==> src/design/kpc_pkg.sv <==
package kpc_pkg;

  // Keypad key codes
  localparam logic [7:0] KeyA   = 8'h41;
  localparam logic [7:0] KeyEq  = 8'h3D;
  localparam logic [7:0] KeyAdd = 8'h2B;
  localparam logic [7:0] KeySub = 8'h2D;
  localparam logic [7:0] KeyMul = 8'h2A;
  localparam logic [7:0] KeyDiv = 8'h2F;
  localparam logic [7:0] Ascii0 = 8'd48;

  localparam int PcW     = 4;
  localparam int OpndW   = 13;
  localparam int MagW    = 12;
  localparam int ValW    = 14;
  localparam int ResW    = 16;
  localparam int DivBits = MagW;

  localparam logic [ResW-1:0] LimitPlain = 16'd1000;
  localparam logic [ResW-1:0] LimitMul   = 16'd10000;

  typedef logic [PcW-1:0]          pc_t;
  typedef logic signed [OpndW-1:0] opnd_t;
  typedef logic [MagW-1:0]         mag_t;
  typedef logic [ValW-1:0]         val_t;
  typedef logic [ResW-1:0]         res_t;

  typedef enum logic [3:0] {
    U_FETCH,
    U_JUMP,
    U_LOAD,
    U_ARITH,
    U_DIVSTEP,
    U_DIVFIX,
    U_RANGE,
    U_EMIT_EQ,
    U_DIGSTEP,
    U_EMIT_DIG,
    U_EMIT_UNIT,
    U_CLEAR,
    U_ECHO
  } uop_e;

  typedef enum logic [2:0] {
    C_NEXT,
    C_ALWAYS,
    C_REJECT,
    C_POS_LT5,
    C_NOT_DIV,
    C_CNT_MORE,
    C_NOT_SHOW,
    C_PL_MORE
  } cond_e;

  typedef struct packed {
    uop_e  op;
    cond_e cond;
    pc_t   target;
  } ctrl_t;

  // Program entry points
  localparam pc_t PcFetch   = 4'd0;
  localparam pc_t PcDivStep = 4'd6;
  localparam pc_t PcRange   = 4'd8;
  localparam pc_t PcDigStep = 4'd11;
  localparam pc_t PcClear   = 4'd14;
  localparam pc_t PcEcho    = 4'd15;

  // Control store: one word per step
  function automatic ctrl_t rom(input pc_t pc);
    ctrl_t w;
    case (pc)
      4'd0:    w = '{U_FETCH,     C_NEXT,     PcFetch};
      4'd1:    w = '{U_JUMP,      C_REJECT,   PcClear};
      4'd2:    w = '{U_JUMP,      C_POS_LT5,  PcEcho};
      4'd3:    w = '{U_LOAD,      C_NEXT,     PcFetch};
      4'd4:    w = '{U_ARITH,     C_NEXT,     PcFetch};
      4'd5:    w = '{U_JUMP,      C_NOT_DIV,  PcRange};
      4'd6:    w = '{U_DIVSTEP,   C_CNT_MORE, PcDivStep};
      4'd7:    w = '{U_DIVFIX,    C_NEXT,     PcFetch};
      4'd8:    w = '{U_RANGE,     C_NEXT,     PcFetch};
      4'd9:    w = '{U_EMIT_EQ,   C_NEXT,     PcFetch};
      4'd10:   w = '{U_JUMP,      C_NOT_SHOW, PcFetch};
      4'd11:   w = '{U_DIGSTEP,   C_CNT_MORE, PcDigStep};
      4'd12:   w = '{U_EMIT_DIG,  C_PL_MORE,  PcDigStep};
      4'd13:   w = '{U_EMIT_UNIT, C_ALWAYS,   PcFetch};
      4'd14:   w = '{U_CLEAR,     C_ALWAYS,   PcFetch};
      4'd15:   w = '{U_ECHO,      C_ALWAYS,   PcFetch};
      default: w = '{U_FETCH,     C_NEXT,     PcFetch};
    endcase
    return w;
  endfunction

  // Operand from two digit keys: 10*(hi-48) + (lo-48)
  function automatic opnd_t operand(input logic [7:0] hi, input logic [7:0] lo);
    logic signed [8:0] h;
    logic signed [8:0] l;
    opnd_t hx;
    opnd_t lx;
    h  = $signed({1'b0, hi}) - $signed({1'b0, Ascii0});
    l  = $signed({1'b0, lo}) - $signed({1'b0, Ascii0});
    hx = opnd_t'(h);
    lx = opnd_t'(l);
    return (hx <<< 3) + (hx <<< 1) + lx;
  endfunction

  function automatic val_t place_weight(input logic [1:0] pl);
    val_t w;
    case (pl)
      2'd0:    w = 14'd1000;
      2'd1:    w = 14'd100;
      default: w = 14'd10;
    endcase
    return w;
  endfunction

  function automatic val_t place_limit(input logic [1:0] pl);
    val_t w;
    case (pl)
      2'd0:    w = 14'd10000;
      2'd1:    w = 14'd1000;
      default: w = 14'd100;
    endcase
    return w;
  endfunction

endpackage

==> src/design/kpc_key_if.sv <==
interface kpc_key_if;
  logic       valid;
  logic       ready;
  logic [7:0] key_code;

  modport source (output valid, output key_code, input ready);
  modport sink   (input valid, input key_code, output ready);
endinterface

==> src/design/kpc_res_if.sv <==
interface kpc_res_if;
  logic       valid;
  logic       ready;
  logic       action;
  logic [7:0] glyph;
  logic       last;

  modport source (output valid, output action, output glyph, output last, input ready);
  modport sink   (input valid, input action, input glyph, input last, output ready);
endinterface

==> src/design/keypad_two_digit_calculator_top.sv <==
// Two-digit keypad calculator.
// key_i carries one key code per word; res_o carries display words
// (action: 0 show glyph, 1 clear display; last marks the final word of a key).
// Entry runs digit, digit, operator, digit, digit, '='. Accepted keys are
// echoed, a rejected key gives a single clear word and restarts entry.
// On '=' the block echoes '=' and prints a valid in-range result in decimal.
// A small microcoded sequencer steps through a 16-word control store; the
// step counter advances one control word per cycle unless waiting for a key
// or for room in the output register.
// After the fetch step takes a key, the key check jumps to the clear step
// for a rejected key; otherwise the position check jumps to the echo step.
// The '=' word follows the load, arithmetic and range steps ('/' adds 12
// restoring divider steps and a sign fix); each decimal place then takes 4
// compare-subtract steps and an emit, and the units a final emit, after
// which the key side is free again (after the '=' word if no digits show).
// key_i.ready is high only in the fetch step, so one key is in flight at a
// time; results sit in a one-word output register.
// When res_o.ready is low the sequencer holds at its emit step; nothing is
// dropped. Reset clears the step counter, entry position and output valid;
// the stored keys are written before they are read.
module keypad_two_digit_calculator_top (
  input  logic             clk_i,
  input  logic             rst_ni,
  kpc_key_if.sink          key_i,
  kpc_res_if.source        res_o
);

  localparam int OpndW = kpc_pkg::OpndW;

  // Sequencer and datapath registers
  kpc_pkg::pc_t   pc_q, pc_d;
  logic [2:0]     pos_q, pos_d;
  logic [7:0]     key_q, key_d;
  logic [7:0]     keys_q [5];
  kpc_pkg::opnd_t a_q, a_d, b_q, b_d;
  kpc_pkg::res_t  r_q, r_d;
  logic           valid_q, valid_d;
  logic           neg_q, neg_d;
  kpc_pkg::mag_t  bmag_q, bmag_d, quo_q, quo_d, rem_q, rem_d;
  logic [3:0]     cnt_q, cnt_d;
  logic           show_q, show_d;
  kpc_pkg::val_t  v_q, v_d;
  logic [3:0]     dig_q, dig_d;
  logic [1:0]     pl_q, pl_d;
  logic           started_q, started_d;
  logic           out_valid_q, out_valid_d;
  logic           out_action_q, out_action_d;
  logic [7:0]     out_glyph_q, out_glyph_d;
  logic           out_last_q, out_last_d;

  kpc_pkg::ctrl_t ctrl;
  logic           in_fire;
  logic           slot_free;
  logic           emit_want;
  logic           done;
  logic           cond_true;
  logic           reject;
  logic           write_key;
  logic [3:0]     cnt_last;
  logic           is_div;

  // Combinational arithmetic terms
  logic signed [OpndW:0]       sum_s, diff_s;
  logic signed [2*OpndW-1:0]   prod_s;
  kpc_pkg::mag_t               amag, bmag;
  logic [kpc_pkg::MagW:0]      rem_sh;
  kpc_pkg::val_t               weight;
  kpc_pkg::res_t               limit;

  assign ctrl      = kpc_pkg::rom(pc_q);
  assign key_i.ready = (ctrl.op == kpc_pkg::U_FETCH);
  assign in_fire   = key_i.valid && key_i.ready;
  assign slot_free = !out_valid_q || res_o.ready;

  assign res_o.valid  = out_valid_q;
  assign res_o.action = out_action_q;
  assign res_o.glyph  = out_glyph_q;
  assign res_o.last   = out_last_q;

  assign is_div   = (keys_q[2] == kpc_pkg::KeyDiv);
  assign cnt_last = (ctrl.op == kpc_pkg::U_DIVSTEP) ? 4'(kpc_pkg::DivBits - 1) : 4'd3;
  assign limit    = (keys_q[2] == kpc_pkg::KeyMul) ? kpc_pkg::LimitMul : kpc_pkg::LimitPlain;

  // Key check: operator slot rejects only 'A' and '=', the final slot wants '='
  always_comb begin
    if (pos_q == 3'd2) begin
      reject = (key_q == kpc_pkg::KeyA) || (key_q == kpc_pkg::KeyEq);
    end else if (pos_q < 3'd5) begin
      reject = (key_q == kpc_pkg::KeyA)   || (key_q == kpc_pkg::KeyEq)  ||
               (key_q == kpc_pkg::KeyAdd) || (key_q == kpc_pkg::KeySub) ||
               (key_q == kpc_pkg::KeyMul) || (key_q == kpc_pkg::KeyDiv);
    end else begin
      reject = (key_q != kpc_pkg::KeyEq);
    end
  end

  assign sum_s  = (OpndW+1)'(a_q) + (OpndW+1)'(b_q);
  assign diff_s = (OpndW+1)'(a_q) - (OpndW+1)'(b_q);
  assign prod_s = a_q * b_q;
  assign amag   = kpc_pkg::mag_t'(a_q[OpndW-1] ? -a_q : a_q);
  assign bmag   = kpc_pkg::mag_t'(b_q[OpndW-1] ? -b_q : b_q);
  assign rem_sh = {rem_q, quo_q[kpc_pkg::MagW-1]};
  assign weight = kpc_pkg::val_t'(kpc_pkg::place_weight(pl_q) << (2'd3 - cnt_q[1:0]));

  // Emit request and step completion
  always_comb begin
    case (ctrl.op)
      kpc_pkg::U_EMIT_EQ,
      kpc_pkg::U_EMIT_UNIT,
      kpc_pkg::U_CLEAR,
      kpc_pkg::U_ECHO:     emit_want = 1'b1;
      kpc_pkg::U_EMIT_DIG: emit_want = started_q || (dig_q != 4'd0);
      default:             emit_want = 1'b0;
    endcase
    if (ctrl.op == kpc_pkg::U_FETCH) begin
      done = in_fire;
    end else begin
      done = !emit_want || slot_free;
    end
  end

  // Jump condition
  always_comb begin
    case (ctrl.cond)
      kpc_pkg::C_NEXT:     cond_true = 1'b0;
      kpc_pkg::C_ALWAYS:   cond_true = 1'b1;
      kpc_pkg::C_REJECT:   cond_true = reject;
      kpc_pkg::C_POS_LT5:  cond_true = (pos_q < 3'd5);
      kpc_pkg::C_NOT_DIV:  cond_true = !is_div;
      kpc_pkg::C_CNT_MORE: cond_true = (cnt_q != cnt_last);
      kpc_pkg::C_NOT_SHOW: cond_true = !show_q;
      kpc_pkg::C_PL_MORE:  cond_true = (pl_q != 2'd2);
      default:             cond_true = 1'b0;
    endcase
  end

  assign pc_d      = done ? (cond_true ? ctrl.target : pc_q + 4'd1) : pc_q;
  assign write_key = (ctrl.op == kpc_pkg::U_ECHO) && done;

  // Datapath under control of the current word
  always_comb begin
    pos_d        = pos_q;
    key_d        = key_q;
    a_d          = a_q;
    b_d          = b_q;
    r_d          = r_q;
    valid_d      = valid_q;
    neg_d        = neg_q;
    bmag_d       = bmag_q;
    quo_d        = quo_q;
    rem_d        = rem_q;
    cnt_d        = cnt_q;
    show_d       = show_q;
    v_d          = v_q;
    dig_d        = dig_q;
    pl_d         = pl_q;
    started_d    = started_q;
    out_action_d = out_action_q;
    out_glyph_d  = out_glyph_q;
    out_last_d   = out_last_q;

    case (ctrl.op)
      kpc_pkg::U_FETCH: begin
        if (in_fire) begin
          key_d = key_i.key_code;
        end
      end
      kpc_pkg::U_LOAD: begin
        a_d   = kpc_pkg::operand(keys_q[0], keys_q[1]);
        b_d   = kpc_pkg::operand(keys_q[3], keys_q[4]);
        pos_d = 3'd0;
      end
      kpc_pkg::U_ARITH: begin
        cnt_d  = 4'd0;
        quo_d  = amag;
        rem_d  = '0;
        bmag_d = bmag;
        neg_d  = a_q[OpndW-1] ^ b_q[OpndW-1];
        case (keys_q[2])
          kpc_pkg::KeyAdd: begin
            r_d     = kpc_pkg::res_t'(sum_s);
            valid_d = 1'b1;
          end
          kpc_pkg::KeySub: begin
            r_d     = kpc_pkg::res_t'(diff_s);
            valid_d = 1'b1;
          end
          kpc_pkg::KeyMul: begin
            r_d     = prod_s[kpc_pkg::ResW-1:0];
            valid_d = 1'b1;
          end
          kpc_pkg::KeyDiv: begin
            r_d     = '0;
            valid_d = (b_q != '0);
          end
          default: begin
            r_d     = '0;
            valid_d = 1'b0;
          end
        endcase
      end
      kpc_pkg::U_DIVSTEP: begin
        // Restoring division on magnitudes, one quotient bit per step
        if (rem_sh >= {1'b0, bmag_q}) begin
          rem_d = kpc_pkg::mag_t'(rem_sh - {1'b0, bmag_q});
          quo_d = {quo_q[kpc_pkg::MagW-2:0], 1'b1};
        end else begin
          rem_d = rem_sh[kpc_pkg::MagW-1:0];
          quo_d = {quo_q[kpc_pkg::MagW-2:0], 1'b0};
        end
        cnt_d = (cnt_q == cnt_last) ? 4'd0 : cnt_q + 4'd1;
      end
      kpc_pkg::U_DIVFIX: begin
        r_d = neg_q ? (kpc_pkg::res_t'(0) - kpc_pkg::res_t'(quo_q)) : kpc_pkg::res_t'(quo_q);
      end
      kpc_pkg::U_RANGE: begin
        show_d    = valid_q && (r_q < limit);
        v_d       = r_q[kpc_pkg::ValW-1:0];
        pl_d      = 2'd0;
        cnt_d     = 4'd0;
        dig_d     = 4'd0;
        started_d = 1'b0;
      end
      kpc_pkg::U_EMIT_EQ: begin
        out_action_d = 1'b0;
        out_glyph_d  = kpc_pkg::KeyEq;
        out_last_d   = !show_q;
      end
      kpc_pkg::U_DIGSTEP: begin
        // Subtract 8, 4, 2, 1 times the place weight, MSB of the digit first
        if (v_q >= weight) begin
          v_d   = v_q - weight;
          dig_d = {dig_q[2:0], 1'b1};
        end else begin
          dig_d = {dig_q[2:0], 1'b0};
        end
        cnt_d = (cnt_q == cnt_last) ? 4'd0 : cnt_q + 4'd1;
      end
      kpc_pkg::U_EMIT_DIG: begin
        out_action_d = 1'b0;
        out_glyph_d  = kpc_pkg::Ascii0 + {4'd0, dig_q};
        out_last_d   = 1'b0;
        if (done) begin
          started_d = started_q || (dig_q != 4'd0);
          dig_d     = 4'd0;
          cnt_d     = 4'd0;
          pl_d      = pl_q + 2'd1;
        end
      end
      kpc_pkg::U_EMIT_UNIT: begin
        out_action_d = 1'b0;
        out_glyph_d  = kpc_pkg::Ascii0 + {4'd0, v_q[3:0]};
        out_last_d   = 1'b1;
      end
      kpc_pkg::U_CLEAR: begin
        out_action_d = 1'b1;
        out_glyph_d  = 8'd0;
        out_last_d   = 1'b1;
        if (done) begin
          pos_d = 3'd0;
        end
      end
      kpc_pkg::U_ECHO: begin
        out_action_d = 1'b0;
        out_glyph_d  = key_q;
        out_last_d   = 1'b1;
        if (done) begin
          pos_d = pos_q + 3'd1;
        end
      end
      default: begin
      end
    endcase
  end

  // Output register: load on an emit, drop once taken
  always_comb begin
    if (emit_want && slot_free) begin
      out_valid_d = 1'b1;
    end else if (res_o.ready) begin
      out_valid_d = 1'b0;
    end else begin
      out_valid_d = out_valid_q;
    end
  end

  always_ff @(posedge clk_i or negedge rst_ni) begin
    if (!rst_ni) begin
      pc_q        <= kpc_pkg::PcFetch;
      pos_q       <= 3'd0;
      cnt_q       <= 4'd0;
      pl_q        <= 2'd0;
      started_q   <= 1'b0;
      out_valid_q <= 1'b0;
    end else begin
      pc_q        <= pc_d;
      pos_q       <= pos_d;
      cnt_q       <= cnt_d;
      pl_q        <= pl_d;
      started_q   <= started_d;
      out_valid_q <= out_valid_d;
    end
  end

  always_ff @(posedge clk_i) begin
    key_q   <= key_d;
    a_q     <= a_d;
    b_q     <= b_d;
    r_q     <= r_d;
    valid_q <= valid_d;
    neg_q   <= neg_d;
    bmag_q  <= bmag_d;
    quo_q   <= quo_d;
    rem_q   <= rem_d;
    show_q  <= show_d;
    v_q     <= v_d;
    dig_q   <= dig_d;
    if (emit_want && slot_free) begin
      out_action_q <= out_action_d;
      out_glyph_q  <= out_glyph_d;
      out_last_q   <= out_last_d;
    end
  end

  // Key store
  always_ff @(posedge clk_i) begin
    if (write_key) begin
      keys_q[pos_q] <= key_q;
    end
  end

  // Entry position stays within the six slots
  assert property (@(posedge clk_i) disable iff (!rst_ni) pos_q <= 3'd5)
    else $error("entry position out of range");

  // A clear word is always the only word of its key
  assert property (@(posedge clk_i) disable iff (!rst_ni)
    (res_o.valid && res_o.action) |-> res_o.last)
    else $error("clear word without last");

  // Each decimal place starts with a remainder below ten times its weight
  assert property (@(posedge clk_i) disable iff (!rst_ni)
    (ctrl.op == kpc_pkg::U_DIGSTEP && cnt_q == 4'd0) |-> (v_q < kpc_pkg::place_limit(pl_q)))
    else $error("decimal remainder exceeds place range");

  // A taken key always moves the sequencer on to its key check
  assert property (@(posedge clk_i) disable iff (!rst_ni)
    in_fire |=> (pc_q == 4'd1))
    else $error("sequencer did not advance after key");

endmodule
==> src/flat_wrapper.sv <==
// flat-port wrapper written by rule: the top's interface ports become plain ports
module keypad_two_digit_calculator_top_flat 
  (clk_i, rst_ni, key_i_valid, key_i_key_code, key_i_ready, res_o_valid, res_o_action, res_o_glyph, res_o_last, res_o_ready);
  kpc_key_if key_i_i ();
  kpc_res_if res_o_i ();
  input  logic clk_i;
  input  logic rst_ni;
  input wire logic [$bits(key_i_i.valid)-1:0] key_i_valid;
  input wire logic [$bits(key_i_i.key_code)-1:0] key_i_key_code;
  output wire logic [$bits(key_i_i.ready)-1:0] key_i_ready;
  output wire logic [$bits(res_o_i.valid)-1:0] res_o_valid;
  output wire logic [$bits(res_o_i.action)-1:0] res_o_action;
  output wire logic [$bits(res_o_i.glyph)-1:0] res_o_glyph;
  output wire logic [$bits(res_o_i.last)-1:0] res_o_last;
  input wire logic [$bits(res_o_i.ready)-1:0] res_o_ready;
  assign key_i_i.valid = key_i_valid;
  assign key_i_i.key_code = key_i_key_code;
  assign key_i_ready = key_i_i.ready;
  assign res_o_valid = res_o_i.valid;
  assign res_o_action = res_o_i.action;
  assign res_o_glyph = res_o_i.glyph;
  assign res_o_last = res_o_i.last;
  assign res_o_i.ready = res_o_ready;
  keypad_two_digit_calculator_top u_core (.clk_i(clk_i), .rst_ni(rst_ni), .key_i(key_i_i), .res_o(res_o_i));
endmodule
==> config.mk <==
export PLATFORM = sky130hd
export DESIGN_NAME = keypad_two_digit_calculator_top_flat
export DESIGN_NICKNAME = d
export VERILOG_FILES = /design/src/design/kpc_pkg.sv /design/src/design/kpc_key_if.sv /design/src/design/kpc_res_if.sv /design/src/design/keypad_two_digit_calculator_top.sv /design/src/flat_wrapper.sv
export SDC_FILE = /design/constraint.sdc
export NUM_CORES = 1
export LEC_CHECK = 0
export BUFFER_PORTS_ARGS = -buffer_cell sky130_fd_sc_hd__clkbuf_2
export CORE_UTILIZATION = 55
export CTS_CLUSTER_SIZE = 24
export DETAILED_ROUTE_END_ITERATION = 16
export GPL_TIMING_DRIVEN = 0
export PLACE_DENSITY = 0.73
export SLEW_MARGIN = 40
export SYNTH_ARGS = -nofsm -noshare
export SYNTH_HDL_FRONTEND = slang
export SYNTH_SLANG_ARGS = --single-unit
==> constraint.sdc <==
create_clock -name clk_i -period 15.4 [get_ports clk_i]
set_input_delay 1.54 -clock clk_i [delete_from_list [all_inputs] [get_ports clk_i]]
set_output_delay 1.54 -clock clk_i [all_outputs]
set_load 0.005 [all_outputs]
==> results.toml, run 1 <==
[critical_path]
crit_required_ps = 15560
crit_fanout = 11
worstSetupEndpointType = "register"
crit_type = "reg2reg"
critPathArrivalTime_ps = 6740
worst_path_max_delay_cell = "sky130_fd_sc_hd__fa_1"
critical_path.most_common_cell = "sky130_fd_sc_hd__fa_1"
crit_chain = "inv_1 -> clkbuf_1 -> nand2_1 -> fa_1 -> fa_1 -> inv_1 -> fa_1 -> fa_1 -> fa_1 -> fa_1 -> ha_1 -> or3_1 -> a311oi_1 -> o31ai_1 -> xnor2_1 -> a21oi_1 -> o21ai_0"
critPathLaunchType = "register"
critPathMaxStageDelay_ps = 590

[grt]
grt_use_total_pct = 27.9
first_global_vias = 11391
grt_antenna_before_repair = 2
grt_max_degree = 25
grt_ovf = 0
grt_first_pass_wirelength_mm = 61.1

[synthesis]
synthesis.nets = 1835
yosysTopAreaCell = "sky130_fd_sc_hd__edfxtp_1"
synth_warnings = 0
synth.distinct_cells = 85
postSynthRegisterBits = 172
syn_area_mm2 = 0.0155
synth_flop_cell = "sky130_fd_sc_hd__edfxtp_1"
number_of_instances_in_the_synthesized_netlist = 1574
share_of_the_yosys_chip_area_belonging_to_registers_pct = 32.8
share_of_synthesized_flip_flops_with_an_asynchronous_set_or_reset_pct = 8.72
synth-edff-count = 157
synth.top_cells.by_count = "sky130_fd_sc_hd__inv_1, sky130_fd_sc_hd__nand2_1, sky130_fd_sc_hd__edfxtp_1"
yosys.cell_count.top_type = "sky130_fd_sc_hd__inv_1"
synth.area.top_cells = "sky130_fd_sc_hd__edfxtp_1, sky130_fd_sc_hd__fa_1, sky130_fd_sc_hd__ha_1, sky130_fd_sc_hd__inv_1, sky130_fd_sc_hd__xnor2_1"
synth_top_cell_area_share_pct = 30.4
avgSynthCellArea_um2 = 9.87

[outcome]
result_of_the_run = "complete, no violations"

[clocking]
clock-sinks = 172
ctsRootBufferMaster = "sky130_fd_sc_hd__clkbuf_16"
clkSlewWorstSetupHoldPaths_ps = 70
clock_buffer_count_from_cts = 17
htree_num_levels = 4
clock_tree.buffer_depth = 2
buffer_count_from_post_cts_setup_fixing = 0
postCtsHoldBufs = 0
worstSkewPairLatency_ps = 450
cts_repair_resize_count = 0
tritoncts = "done"

[floorplanning]
core_area_mm2 = 0.0278
die_height_um = 170
die_width_um = 170
floorplan.die_area_mm2 = 0.0289
floorplan.rows = 61
boundaryPins = 24
start_util_pct = 55.9

[timing]
setup_repair_after_global_routing_missed_its_margin = "false"
count_of_final_setup_violators = 0
finalHoldViolations = 0
postLayoutSetupSlackWorst_ps = 8810
totalNegativeSetupSlack_ps = 0
final.min_clock_period_ps = 6590
max_slew.worst_pin.slew_ps = 768
maximum_achievable_frequency_mhz = 152
worst_hold_margin_ps = 428
maxSlewViolCount = 0
finalCritPeriodShare_pct = 42.8
maxSlewHeadroom_pct = 48.2
timing.clock.skew_ps = 12.7

[job]
timing.max_cap.violations = 0

[placed_design]
gp_routability_congestion = 0.984
post-place-ws_ps = 8850
portBuffers = 23
dp_hpwl_mm = 30.2

[drt]
detail_route.wirelength_mm = 38.1
detail_route.iter0.violations = 905
wire_per_inst_um = 19.0
detail_route.first_pass.iterations = 5
drt_drc_violations_left = 0
routed_via_density = 5.79
ant_nets = 0
route.vias.total = 11631

[finish]
drive_above_1_share_pct = 6.25
flow.area_growth_from_synthesis_pct = 8.23
antennaDiodeCount = 0
layout.nets = 1879
finish.utilization_pct = 60.5

[worst_hold_path]
hold_path.class = "reg2reg"
## metrics by stage
stage                     area, um2  cells
after detailed placement      16200   1977
after CTS                     16800   2009
after global placement        16100   1975
after floorplan               15500   1574
final                         16800   2009
after global routing          16800   2009
## routing by layer
| metal | global-route usage, % | routed length, um | vias up |
|---|---|---|---|
| li1 | - | - | 5540 |
| met1 | 38.4 | 17100 | 5656 |
| met2 | 43.6 | 17400 | 367 |
| met3 | 4.98 | 2420 | 66 |
| met4 | 11.0 | 1160 | 2 |
| met5 | 0 | 8 | - |
## worst max-delay path, delay by kind of cell (launching register included)
family	cells	cell delay, ps
fa+ha+maj	7	3410
compound gates	4	830
buf+inv	3	750
flops	1	560
simple gates	2	520
xor+xnor	1	210
## flip-flops by register name (all words and copies together), names as in the netlist, 2 cells and up
register            count
u_core.keys_q          40
u_core.bmag_q          12
u_core.r_q             16
u_core.b_q             13
u_core.res_o.glyph      8
u_core.pc_q             4
u_core.dig_q            4
u_core.a_q             13
u_core.pl_q             2
u_core.key_q            8
u_core.v_q             14
u_core.rem_q           12
u_core.pos_q            3
u_core.quo_q           12
u_core.cnt_q            4
## layout make-up
type / count / area, um2
multi-input cells: 1164 / 9550
fillers: 2403 / 11000
inverters: 185 / 694
plain buffers: 53 / 236
clock inverters: 9 / 136
clock buffers: 23 / 478
flip-flops and latches: 172 / 5090
repair buffers: 25 / 154
well taps: 378 / 473
## cell usage in the layout (no fill, tap or decap), types with 21 or more instances in the layout
cell / instances
sky130_fd_sc_hd__fa_1: 103
sky130_fd_sc_hd__a21o_1: 22
sky130_fd_sc_hd__clkbuf_2: 23
sky130_fd_sc_hd__xor2_1: 45
sky130_fd_sc_hd__nand3_1: 27
sky130_fd_sc_hd__or3_1: 21
sky130_fd_sc_hd__o21ai_0: 77
sky130_fd_sc_hd__a21oi_1: 85
sky130_fd_sc_hd__edfxtp_1: 157
sky130_fd_sc_hd__inv_1: 184
sky130_fd_sc_hd__and2_1: 56
sky130_fd_sc_hd__ha_1: 146
sky130_fd_sc_hd__clkbuf_1: 46
sky130_fd_sc_hd__xnor2_1: 74
sky130_fd_sc_hd__nand2_1: 159
sky130_fd_sc_hd__nor2_1: 86
## cell families after synthesis
logic type               share of synthesized area, %
XOR/XNOR                                         6.86
AND/OR/NAND/NOR                                  14.3
adder cells (fa/ha/maj)                          25.0
multiplexers                                     1.58
AO/OA/AOI/OAI                                    13.4
flip-flops                                       32.8
buffers and inverters                            5.99
## worst paths after layout
kind	endpoint	cells past startpoint	slack, ps	start
setup / recovery	u_core.r_q[15]	17	8810	u_core.a_q[0]
hold / removal	u_core.a_q[0]	0	430	u_core.keys_q[1][0]
setup reg to reg	u_core.r_q[15]	17	8810	u_core.a_q[0]
hold reg to reg	u_core.a_q[0]	0	430	u_core.keys_q[1][0]
max in group asynchronous	u_core.pos_q[1]	1	14030	rst_ni
min in group asynchronous	u_core.cnt_q[1]	1	1030	rst_ni
Power of run 1 is not shown: default switching activity piles up to over one toggle a cycle in this logic, so the estimate is an artifact.
==> run 2, diff against run 1 <==
==> constraint.sdc (replaced) <==
create_clock -name clk_i -period 6.4 [get_ports clk_i]
set_input_delay 0.64 -clock clk_i [delete_from_list [all_inputs] [get_ports clk_i]]
set_output_delay 0.64 -clock clk_i [all_outputs]
set_load 0.005 [all_outputs]
==> run 2 against run 1 <==
Critical path depth rose by 3. Fmax rose by 5.5%. Global-route usage is essentially flat. First-iteration DRC count increased by 7.3%. Wire length decreased by 0.26%. Register-to-register slack lost 8700 ps. Via count increased by 0.77%. Non-clock buffer count increased by 1. Sequential cell count is the same. Setup slack lost 8700 ps. Largest cell class unchanged.
==> results.toml, run 2 (synthesis gave the netlist of run 1 again) <==
[outcome]
result_of_the_run = "complete, no violations"

[timing]
final.min_clock_period_ps = 6240
setup_repair_after_global_routing_missed_its_margin = "false"
maxSlewViolCount = 0
finalCritPeriodShare_pct = 97.5
maximum_achievable_frequency_mhz = 160
max_slew.worst_pin.slew_ps = 760
postLayoutSetupSlackWorst_ps = 159
maxSlewHeadroom_pct = 49.0
count_of_final_setup_violators = 0
finalHoldViolations = 0
totalNegativeSetupSlack_ps = 0
timing.clock.skew_ps = 11.1

[critical_path]
crit_fanout = 10
crit_type = "reg2reg"
critPathLaunchType = "register"
crit_required_ps = 6570
critPathArrivalTime_ps = 6410
worstSetupEndpointType = "register"

[floorplanning]
die_width_um = 170
floorplan.die_area_mm2 = 0.0289
boundaryPins = 24
start_util_pct = 55.9
die_height_um = 170
floorplan.rows = 61
core_area_mm2 = 0.0278

[clocking]
postCtsHoldBufs = 0
clkSlewWorstSetupHoldPaths_ps = 70
clock_tree.buffer_depth = 2
tritoncts = "done"
htree_num_levels = 4
worstSkewPairLatency_ps = 450
clock_buffer_count_from_cts = 17
ctsRootBufferMaster = "sky130_fd_sc_hd__clkbuf_16"
clock-sinks = 172

[placed_design]
gp_routability_congestion = 0.984
dpl.cell_count = 1977
portBuffers = 23
post-place-ws_ps = -146
dp_hpwl_mm = 30.2

[grt]
grt_first_pass_wirelength_mm = 61.0
grt.busiest_layer = "met2"
global_routing_met1_resource_utilization_pct = 38.4
groute.layer.met2.usage_pct = 43.6
grt_ovf = 0
grt_max_degree = 25
grt_antenna_before_repair = 2
first_global_vias = 11382
grt_use_total_pct = 27.9
grt.met3_usage_pct = 4.98

[worst_hold_path]
hold_path.class = "in2async"

[finish]
layout.cells.most_common_list = "sky130_fd_sc_hd__inv_1, sky130_fd_sc_hd__nand2_1, sky130_fd_sc_hd__edfxtp_1, sky130_fd_sc_hd__ha_1, sky130_fd_sc_hd__fa_1"
drive_above_1_share_pct = 6.80
reg.largest.list = "u_core.keys_q: 40 flops, u_core.r_q: 16 flops, u_core.v_q: 14 flops"
layout.nets = 1880
fill_cells = 2402
largest_register_ff_count = 40
layoutNonFillerInstCount = 2010
flow.area_growth_from_synthesis_pct = 8.40
largest-register = "u_core.keys_q"
multi_input_logic_area_mm2 = 0.00955
antennaDiodeCount = 0
register_area_mm2 = 0.00509
layout.cells.most_common = "sky130_fd_sc_hd__inv_1"

[drt]
detail_route.iter0.violations = 971
drt_drc_violations_left = 0
detail_route.first_pass.iterations = 5
wire_per_inst_um = 18.9
ant_nets = 0
routed_via_density = 5.83
detail_route.wirelength_mm = 38.0
route.vias.total = 11720

[job]
timing.max_cap.violations = 0
[run 2: cell types whose count changed in the layout (fill, tap and decap cells not counted), sizes merged]
cell and delta:
buf +5, clkinvlp +1, inv -1, clkbuf -4
[run 2: final cells by class]
cell class / count / area share, %
buffer: 50 / 1.37
clock buffer: 23 / 2.84
clock inverter: 9 / 0.810
inverter: 185 / 4.15
multi-input combinational: 1164 / 56.7
sequential: 172 / 30.2
tap: 378 / 2.81
timing repair buffer: 29 / 1.09
[run 2: final timing paths]
check | start | endpoint | slack [ps] | depth (start not counted)
max | u_core.b_q[1] | u_core.r_q[11] | 160 | 20
min | rst_ni | u_core.cnt_q[1] | 130 | 1
max reg2reg | u_core.b_q[1] | u_core.r_q[11] | 160 | 20
min reg2reg | u_core.keys_q[1][0] | u_core.a_q[0] | 430 | 0
max in group asynchronous | rst_ni | u_core.pos_q[1] | 5930 | 1
min in group clk_i | key_i_key_code[3] | u_core.key_q[3] | 370 | 1
[run 2: per-layer routing]
| layer | up-vias | part of all wire (%) |
|---|---|---|
| met5 | - | 0.034 |
| met4 | 2 | 3.2 |
| met3 | 73 | 6.7 |
| met2 | 408 | 46 |
| met1 | 5692 | 44 |
| li1 | 5545 | - |
[run 2: what timing repair did]
item / in CTS / in global routing
pin swaps: 0 / 1
setup buffers: 0 / 4
setup endpoints to repair: 2 / 4
endpoints found under the hold margin: 0 / 0
resized for setup: 0 / 10
[run 2: critical path, cell delays in order (launching register included)]
cell and delay (ps):
sky130_fd_sc_hd__edfxtp_1 580, sky130_fd_sc_hd__clkbuf_1 350, sky130_fd_sc_hd__and2_1 240, sky130_fd_sc_hd__fa_1 480
sky130_fd_sc_hd__inv_1 50, sky130_fd_sc_hd__fa_1 520, sky130_fd_sc_hd__inv_1 50, sky130_fd_sc_hd__fa_1 500
sky130_fd_sc_hd__inv_1 50, sky130_fd_sc_hd__fa_1 470, sky130_fd_sc_hd__inv_1 50, sky130_fd_sc_hd__fa_1 470
sky130_fd_sc_hd__ha_1 310, sky130_fd_sc_hd__ha_1 340, sky130_fd_sc_hd__o21ai_0 100, sky130_fd_sc_hd__nand2b_1 130
sky130_fd_sc_hd__a311oi_1 340, sky130_fd_sc_hd__xor2_1 420, sky130_fd_sc_hd__mux2i_1 130, sky130_fd_sc_hd__a221oi_1 310
sky130_fd_sc_hd__a21oi_1 60
[run 2: metrics by stage]
stage                     cell area (um2)  util (%)  hold slack (ps)
after floorplan                     15500         -              344
after global routing                16800      60.6              161
after global placement              16100      58.0              404
final                               16800      60.6              132
after detailed placement            16200      58.3              416
after CTS                           16800      60.5              135
Power of run 2 is left out for the same reason.
